<file path="config.mk">
export PLATFORM = sky130hd
export DESIGN_NAME = gpio_controller_edge_detect_unit
export DESIGN_NICKNAME = d
export VERILOG_FILES = /design/src/sv/gpio_ed_pkg.sv /design/src/sv/gpio_controller_edge_detect_unit.sv
export SDC_FILE = /design/constraint.sdc
export NUM_CORES = 2
export LEC_CHECK = 0
export BUFFER_PORTS_ARGS = -buffer_cell sky130_fd_sc_hd__buf_2
export CELL_PAD_IN_SITES_DETAIL_PLACEMENT = 0
export CELL_PAD_IN_SITES_GLOBAL_PLACEMENT = 1
export CORE_ASPECT_RATIO = 2
export CORE_MARGIN = 10
export CORE_UTILIZATION = 47
export DETAILED_ROUTE_END_ITERATION = 10
export GPL_TIMING_DRIVEN = 0
export PLACE_DENSITY = 0.88
export SLEW_MARGIN = 20
export SYNTH_ARGS = -nofsm -noshare
export SYNTH_HDL_FRONTEND = slang
export SYNTH_SLANG_ARGS = --single-unit
export TNS_END_PERCENT = 5
</file>
<file path="constraint.sdc">
create_clock -name clk -period 17.35 [get_ports clk]
set_clock_uncertainty 0.1 [all_clocks]
set_input_delay 2.6025 -clock clk [delete_from_list [all_inputs] [get_ports clk]]
set_output_delay 2.6025 -clock clk [all_outputs]
set_load 0.01 [all_outputs]
</file>
<file path="src/sv/gpio_ed_pkg.sv">
// Package for the GPIO controller with edge detection.
// Holds the item types, action codes and register word offsets.
// No dependencies.
`default_nettype none

package gpio_ed_pkg;

  // Pin count and word geometry
  localparam int NUM_PINS  = 54;
  localparam int WORD_W    = 32;
  localparam int IDX_W     = 6;
  localparam int FUNC_W    = 3;
  localparam int PULL_W    = 2;
  localparam int FSEL_PINS = 10;

  // Item actions
  typedef enum logic [1:0] {
    ACT_READ   = 2'd0,
    ACT_WRITE  = 2'd1,
    ACT_SAMPLE = 2'd2,
    ACT_NOP    = 2'd3
  } act_e;

  // Register word offsets
  localparam logic [IDX_W-1:0] OFS_FSEL_LAST = 6'd6;
  localparam logic [IDX_W-1:0] OFS_SET       = 6'd7;
  localparam logic [IDX_W-1:0] OFS_CLR       = 6'd10;
  localparam logic [IDX_W-1:0] OFS_LEV       = 6'd13;
  localparam logic [IDX_W-1:0] OFS_EDS       = 6'd16;
  localparam logic [IDX_W-1:0] OFS_REN       = 6'd19;
  localparam logic [IDX_W-1:0] OFS_FEN       = 6'd22;
  localparam logic [IDX_W-1:0] OFS_PUD       = 6'd37;
  localparam logic [IDX_W-1:0] OFS_PUDCLK    = 6'd38;

  // Pull codes
  localparam logic [PULL_W-1:0] PULL_DOWN = 2'd1;
  localparam logic [PULL_W-1:0] PULL_UP   = 2'd2;

  // Function code that drives the pin
  localparam logic [FUNC_W-1:0] FUNC_OUTPUT = 3'd1;

  typedef struct packed {
    act_e                action;
    logic [IDX_W-1:0]    reg_index;
    logic [WORD_W-1:0]   write_data;
    logic [NUM_PINS-1:0] pad_levels;
  } cmd_t;

  typedef struct packed {
    logic [WORD_W-1:0]   read_data;
    logic [NUM_PINS-1:0] drive_levels;
    logic [NUM_PINS-1:0] drive_enables;
    logic [NUM_PINS-1:0] pull_ups;
    logic [NUM_PINS-1:0] pull_downs;
    logic                event_any;
  } rsp_t;

endpackage

`default_nettype wire

</file>
<file path="src/sv/gpio_controller_edge_detect_unit.sv">
// Top level of the GPIO controller with edge detection.
// Depends on gpio_ed_pkg for item types, action codes and offsets.
//
//   channel | signals                        | direction | carries
//   cmd     | cmd_valid, cmd_ready, cmd      | in        | read, write, pad sample or nop
//   rsp     | rsp_valid, rsp_ready, rsp      | out       | one result per item
//
// Each item updates the registers in the cycle it is accepted and its result
// lands in a two-entry result queue, visible the next cycle: one item per cycle.
// cmd_ready drops only when both queue entries hold untaken results.
// rst is synchronous and clears all register state and the queue.
// A stalled rsp side holds the result; cmd keeps flowing until the queue fills.
`default_nettype none

module gpio_controller_edge_detect_unit (
  input  wire                 clk,
  input  wire                 rst,
  input  wire                 cmd_valid,
  output logic                cmd_ready,
  input  gpio_ed_pkg::cmd_t   cmd,
  output logic                rsp_valid,
  input  wire                 rsp_ready,
  output gpio_ed_pkg::rsp_t   rsp
);
  import gpio_ed_pkg::*;

  localparam int HI_W = NUM_PINS - WORD_W;

  // Pin vector bits covered by word w of a register pair
  function automatic logic [NUM_PINS-1:0] word_bits(input logic [WORD_W-1:0] d,
                                                    input logic w);
    logic [NUM_PINS-1:0] r;
    r = '0;
    if (w) begin
      r[NUM_PINS-1:WORD_W] = d[HI_W-1:0];
    end else begin
      r[WORD_W-1:0] = d;
    end
    return r;
  endfunction

  // Word w of a pin vector, upper bits zero
  function automatic logic [WORD_W-1:0] get_word(input logic [NUM_PINS-1:0] v,
                                                 input logic w);
    logic [WORD_W-1:0] r;
    r = '0;
    if (w) begin
      r[HI_W-1:0] = v[NUM_PINS-1:WORD_W];
    end else begin
      r = v[WORD_W-1:0];
    end
    return r;
  endfunction

  // Register state
  logic [NUM_PINS-1:0][FUNC_W-1:0] func, func_next;
  logic [NUM_PINS-1:0][PULL_W-1:0] pull_state, pull_state_next;
  logic [NUM_PINS-1:0] latch, latch_next;
  logic [NUM_PINS-1:0] pads, pads_next;
  logic [NUM_PINS-1:0] eds, eds_next;
  logic [NUM_PINS-1:0] ren, ren_next;
  logic [NUM_PINS-1:0] fen, fen_next;
  logic [PULL_W-1:0]   pull_ctl, pull_ctl_next;

  // Result queue
  rsp_t        q_mem [2];
  logic        wr_ptr, rd_ptr;
  logic [1:0]  count;
  rsp_t        result;
  logic        push, pop;

  assign cmd_ready = (count != 2'd2);
  assign push      = cmd_valid && cmd_ready;
  assign rsp_valid = (count != 2'd0);
  assign pop       = rsp_valid && rsp_ready;
  assign rsp       = q_mem[rd_ptr];

  // Decoded pair hits and word select
  logic idx_lo, idx_fsel;
  logic [IDX_W-1:0] idx;
  logic [WORD_W-1:0] wd;
  assign idx      = cmd.reg_index;
  assign wd       = cmd.write_data;
  assign idx_fsel = (idx <= OFS_FSEL_LAST);
  assign idx_lo   = 1'b0;

  function automatic logic pair_hit(input logic [IDX_W-1:0] i,
                                    input logic [IDX_W-1:0] base);
    return (i == base) || (i == base + 6'd1);
  endfunction

  function automatic logic pair_w(input logic [IDX_W-1:0] i,
                                  input logic [IDX_W-1:0] base);
    return (i == base + 6'd1);
  endfunction

  // Next state
  always_comb begin
    logic [NUM_PINS-1:0] hit;
    logic [NUM_PINS-1:0] rise, fall;
    func_next       = func;
    pull_state_next = pull_state;
    latch_next      = latch;
    pads_next       = pads;
    eds_next        = eds;
    ren_next        = ren;
    fen_next        = fen;
    pull_ctl_next   = pull_ctl;
    hit             = '0;
    rise            = ~pads & cmd.pad_levels & ren;
    fall            = pads & ~cmd.pad_levels & fen;
    if (push) begin
      case (cmd.action)
        ACT_WRITE: begin
          if (idx_fsel) begin
            for (int r = 0; r <= int'(OFS_FSEL_LAST); r++) begin
              for (int k = 0; k < FSEL_PINS; k++) begin
                if ((r * FSEL_PINS + k < NUM_PINS) && (idx == IDX_W'(r))) begin
                  func_next[r * FSEL_PINS + k] = wd[FUNC_W*k +: FUNC_W];
                end
              end
            end
          end else if (pair_hit(idx, OFS_SET)) begin
            latch_next = latch | word_bits(wd, pair_w(idx, OFS_SET));
          end else if (pair_hit(idx, OFS_CLR)) begin
            latch_next = latch & ~word_bits(wd, pair_w(idx, OFS_CLR));
          end else if (pair_hit(idx, OFS_EDS)) begin
            eds_next = eds & ~word_bits(wd, pair_w(idx, OFS_EDS));
          end else if (pair_hit(idx, OFS_REN)) begin
            ren_next = (ren & ~word_bits(WORD_W'('1), pair_w(idx, OFS_REN)))
                     | word_bits(wd, pair_w(idx, OFS_REN));
          end else if (pair_hit(idx, OFS_FEN)) begin
            fen_next = (fen & ~word_bits(WORD_W'('1), pair_w(idx, OFS_FEN)))
                     | word_bits(wd, pair_w(idx, OFS_FEN));
          end else if (idx == OFS_PUD) begin
            pull_ctl_next = wd[PULL_W-1:0];
          end else if (pair_hit(idx, OFS_PUDCLK)) begin
            hit = word_bits(wd, pair_w(idx, OFS_PUDCLK));
            for (int p = 0; p < NUM_PINS; p++) begin
              if (hit[p]) begin
                pull_state_next[p] = pull_ctl;
              end
            end
          end
        end
        ACT_SAMPLE: begin
          eds_next  = eds | rise | fall;
          pads_next = cmd.pad_levels;
        end
        default: begin
        end
      endcase
    end
  end

  // Result of the accepted item, from the state after it
  always_comb begin
    logic [WORD_W-1:0] rd;
    rd = '0;
    if (cmd.action == ACT_READ) begin
      if (idx_fsel) begin
        for (int r = 0; r <= int'(OFS_FSEL_LAST); r++) begin
          for (int k = 0; k < FSEL_PINS; k++) begin
            if ((r * FSEL_PINS + k < NUM_PINS) && (idx == IDX_W'(r))) begin
              rd[FUNC_W*k +: FUNC_W] = func[r * FSEL_PINS + k];
            end
          end
        end
      end else if (pair_hit(idx, OFS_LEV)) begin
        rd = get_word(pads, pair_w(idx, OFS_LEV));
      end else if (pair_hit(idx, OFS_EDS)) begin
        rd = get_word(eds, pair_w(idx, OFS_EDS));
      end else if (pair_hit(idx, OFS_REN)) begin
        rd = get_word(ren, pair_w(idx, OFS_REN));
      end else if (pair_hit(idx, OFS_FEN)) begin
        rd = get_word(fen, pair_w(idx, OFS_FEN));
      end else if (idx == OFS_PUD) begin
        rd = {{(WORD_W-PULL_W){idx_lo}}, pull_ctl};
      end
    end
    result.read_data    = rd;
    result.drive_levels = latch_next;
    for (int p = 0; p < NUM_PINS; p++) begin
      result.drive_enables[p] = (func_next[p] == FUNC_OUTPUT);
      result.pull_ups[p]      = (pull_state_next[p] == PULL_UP);
      result.pull_downs[p]    = (pull_state_next[p] == PULL_DOWN);
    end
    result.event_any = |eds_next;
  end

  // State registers
  always_ff @(posedge clk) begin
    if (rst) begin
      func       <= '0;
      pull_state <= '0;
      latch      <= '0;
      pads       <= '0;
      eds        <= '0;
      ren        <= '0;
      fen        <= '0;
      pull_ctl   <= '0;
    end else begin
      func       <= func_next;
      pull_state <= pull_state_next;
      latch      <= latch_next;
      pads       <= pads_next;
      eds        <= eds_next;
      ren        <= ren_next;
      fen        <= fen_next;
      pull_ctl   <= pull_ctl_next;
    end
  end

  // Result queue control
  always_ff @(posedge clk) begin
    if (rst) begin
      wr_ptr <= 1'b0;
      rd_ptr <= 1'b0;
      count  <= 2'd0;
    end else begin
      if (push) begin
        wr_ptr <= ~wr_ptr;
      end
      if (pop) begin
        rd_ptr <= ~rd_ptr;
      end
      case ({push, pop})
        2'b10:   count <= count + 2'd1;
        2'b01:   count <= count - 2'd1;
        default: count <= count;
      endcase
    end
  end

  // Result queue storage
  always_ff @(posedge clk) begin
    if (push) begin
      q_mem[wr_ptr] <= result;
    end
  end

endmodule

`default_nettype wire
</file>
==> impl_results.md <==
- Status: finished, final reports clean
- Critical Path AT: around 7 ns
- Root Driver: clkbuf_16
- Final setup viols: 0
- GR Util All Layers: 0.372
- First-pass GRT wire length: ~280,000 um
- RSZ-0062 raised after global routing: false
- Most frequent cell after synthesis: nand2_1
- Number of global-route vias before repair: between 30,000 and 40,000
- Synth area leaders: edfxtp_1, dfxtp_1, nand2_1, mux2_2, a21oi_1
- Area post-placement: just under 50,000 sq um
- Post-synth EDFFs: between 400 and 500
- Die Wd: roughly 240 um
- DR WL/cell: between 30 and 40 um
- #FFs+latches synth: approximately 1,000
- CTS tree: done
- Crit Path Max Fanout: 10
- Cell Chain, Critical Path: buf_2 > inv_1 > ha_1 > nand2_1 > clkbuf_1 > a2111oi_0 > o22ai_1 > and4_1 > nand4_1 > nor4_1 > nand4b_1
- Starting Density: 0.474
- Pin count of the biggest net entering global routing: 54
- Syn Nets: between 4,000 and 5,000
- Ys flop type: dfxtp_1
- Syn. warnings: 0
- Post-DP HPWL: roughly 160,000 um
- Total grt overflow: 0
- Via count: between 30,000 and 40,000
- Floorplan row count: about 160
- Worst-path clk slew: ~0.070 ns
- Synth unique cells: roughly 70
- Pwr dens: 122 nW/um^2
- Slew margin rel.: 0.141
- CTS Hold Bufs: 0
- Synth Area in Adders: 0.00112
- CP Launch Type: primary input
- Final instance area: between 50,000 and 60,000 sq um
- CTS max path bufs: 3
- Clock Sinks: 1,045
- Endpoint kind of the worst setup timing path: flop
- WL final: 204,000 um
- Top Family by Delay on Critical Path: simple AND/OR/NAND/NOR gates
- Worst slew pin tran: 1.29 ns
- Setup_tns: 0 ns
- Reg2Reg Setup Slack: 12.68 ns
- Dpl ws: about 10 ns
- Final Cycle Share: 0.389
- Synth Area in XOR/XNOR: 0.000785
- Area of the die: about 110,000 sq um
- CP Class: in -> reg
- Tmin final: between 6 and 7 ns
- Mapped Area: 44,600 sq um
- Drt initial violations: ~3,900
- Share of post-route cells with drive strength above 1: 0.177
- Final Max Tran Viols: 0
- CP Buf/Inv Count: 3
- Compound-Gate Fraction of Synth Area: 0.131
- DRC: 0
- Setup WS post-layout: 10.59 ns
- I/O Buffers: ~340
- Simple-gate share of the synthesized area: 0.166
- FFs w/ async S/R, synth: 0
- Gpl congestion: 1.06
- Pleak: ~17 nW
- Max_cap viols: 0
- Synth Instances: ~4,400
- Via density: around 6.2
- Post-CTS sizing: 0
- Worst min path class: reg -> reg
- Hold Fails Final Rpt: 0
- H-tree levels: 3
- Top post-synthesis cells by count: nand2_1, a21oi_1, dfxtp_1
- Post-synth top area cell: edfxtp_1
- Post-CTS Setup Inserts: 0
- Final net count: 4,921
- Largest family of logic cells by synthesized area: simple AND/OR/NAND/NOR gates
- Seq/Total Area, Yosys: 0.581
- Chip Height: roughly 460 um
- Post-DRT Antenna Nets: 0
- Fmax: roughly 150 MHz
- Num ports: between 300 and 400
- Yosys top cell area share: 0.335
- Area Overhead vs Synth: 15.3%
- Post-synthesis mux area share: 0.0895
- Num CTS Buffers: 91
- Post-synthesis average cell area: about 10 sq um
- Required time of the critical path: ~18 ns
- Clock Latency Late Sink: about 0.74 ns
- Slowest stage cell, crit path: clkbuf_1
- First-pass iteration count of the detailed router: 8
- VDD IR-drop max: 0.131 mV
- Core area: around 94,000 sq um
- Worst stage delay on the critical path: ~0.85 ns
- Initial antenna violation count: 25
[stage by stage]
stage	hold slack, ns	util	total power, mW	cells
after global placement	0.350	0.508	4.25	5910
final	0.365	0.547	6.28	6121
after global routing	0.381	0.546	6.46	6108
after floorplan	0.344	-	3.63	4362
after CTS	0.366	0.546	6.28	6101
after detailed placement	0.356	0.513	4.19	5931
[per-layer routing]
| layer | wire [um] | vias to the layer above | global-route usage |
|---|---|---|---|
| li1 | - | 16615 | - |
| met3 | 15600 | 871 | 0.0966 |
| met5 | 87 | - | 0 |
| met4 | 25200 | 12 | 0.385 |
| met2 | 101000 | 2168 | 0.637 |
| met1 | 62100 | 18296 | 0.342 |
[cell type report]
type	instances	area [sq um]
Antenna cell	18	45.0
Timing Repair Buffer	364	2140
Clock buffer	123	2530
Multi-Input combinational cell	2961	17400
Inverter	9	33.8
Clock inverter	47	502
Tap cell	1207	1510
Fill cell	8427	42700
Buffer	347	1390
Sequential cell	1045	25900
[cell families (layout without fill, tap and decap cells)]
kind of cell | Yosys count | after routing
fa+ha+maj | 4 | 4
simple gates | 1613 | 1613
flops | 1045 | 1045
mux | 330 | 330
compound gates | 1010 | 1010
buf+inv | 356 | 890
xor+xnor | 4 | 4
other cells | 0 | 18
[layout by cell type, fill, tap and decap left out, types with 18 or more instances in the layout]
cell type  Yosys  layout
o21ai_0      204     192
a21oi_1      551     549
nand3_1      189     189
mux2_2       251     251
a31oi_1       48      47
mux2i_1       49      49
nand2_1      940     940
diode_2        0      18
a22o_1        24      24
o22ai_1       32      31
buf_2         28     371
a222oi_1      27      27
clkbuf_1     300     302
o221ai_1      20      20
nand3b_1     184     184
clkbuf_16      0      95
dfxtp_1      547     547
mux4_2        30      30
nor2b_1       59      59
edfxtp_1     498     498
nor2_1       153     152
clkbuf_2       0      23
nor3_1        29      28
[worst min-delay path: stages (launching register included)]
cell and delay, ns:
dfxtp_1 0.32, nand2_1 0.05, a21oi_1 0.05
[final timing paths]
path	from	to	cells past startpoint
worst max-delay path	cmd[92]	q_mem[1][0]	11
worst min-delay path	pull_state[89]	pull_state[89]	2
worst max register to register	count[0]	q_mem[1][0]	10
worst min register to register	pull_state[89]	pull_state[89]	2
[report_power, final]
part	internal (mW)	total [mW]	switching, mW	leakage, nW
logic	0.475	1.29	0.814	6.32
clock network	1.15	2.13	0.975	1.48
registers	2.81	2.86	0.0527	9.22
total	4.44	6.28	1.84	17.0
(Power assumes the default switching activity.)
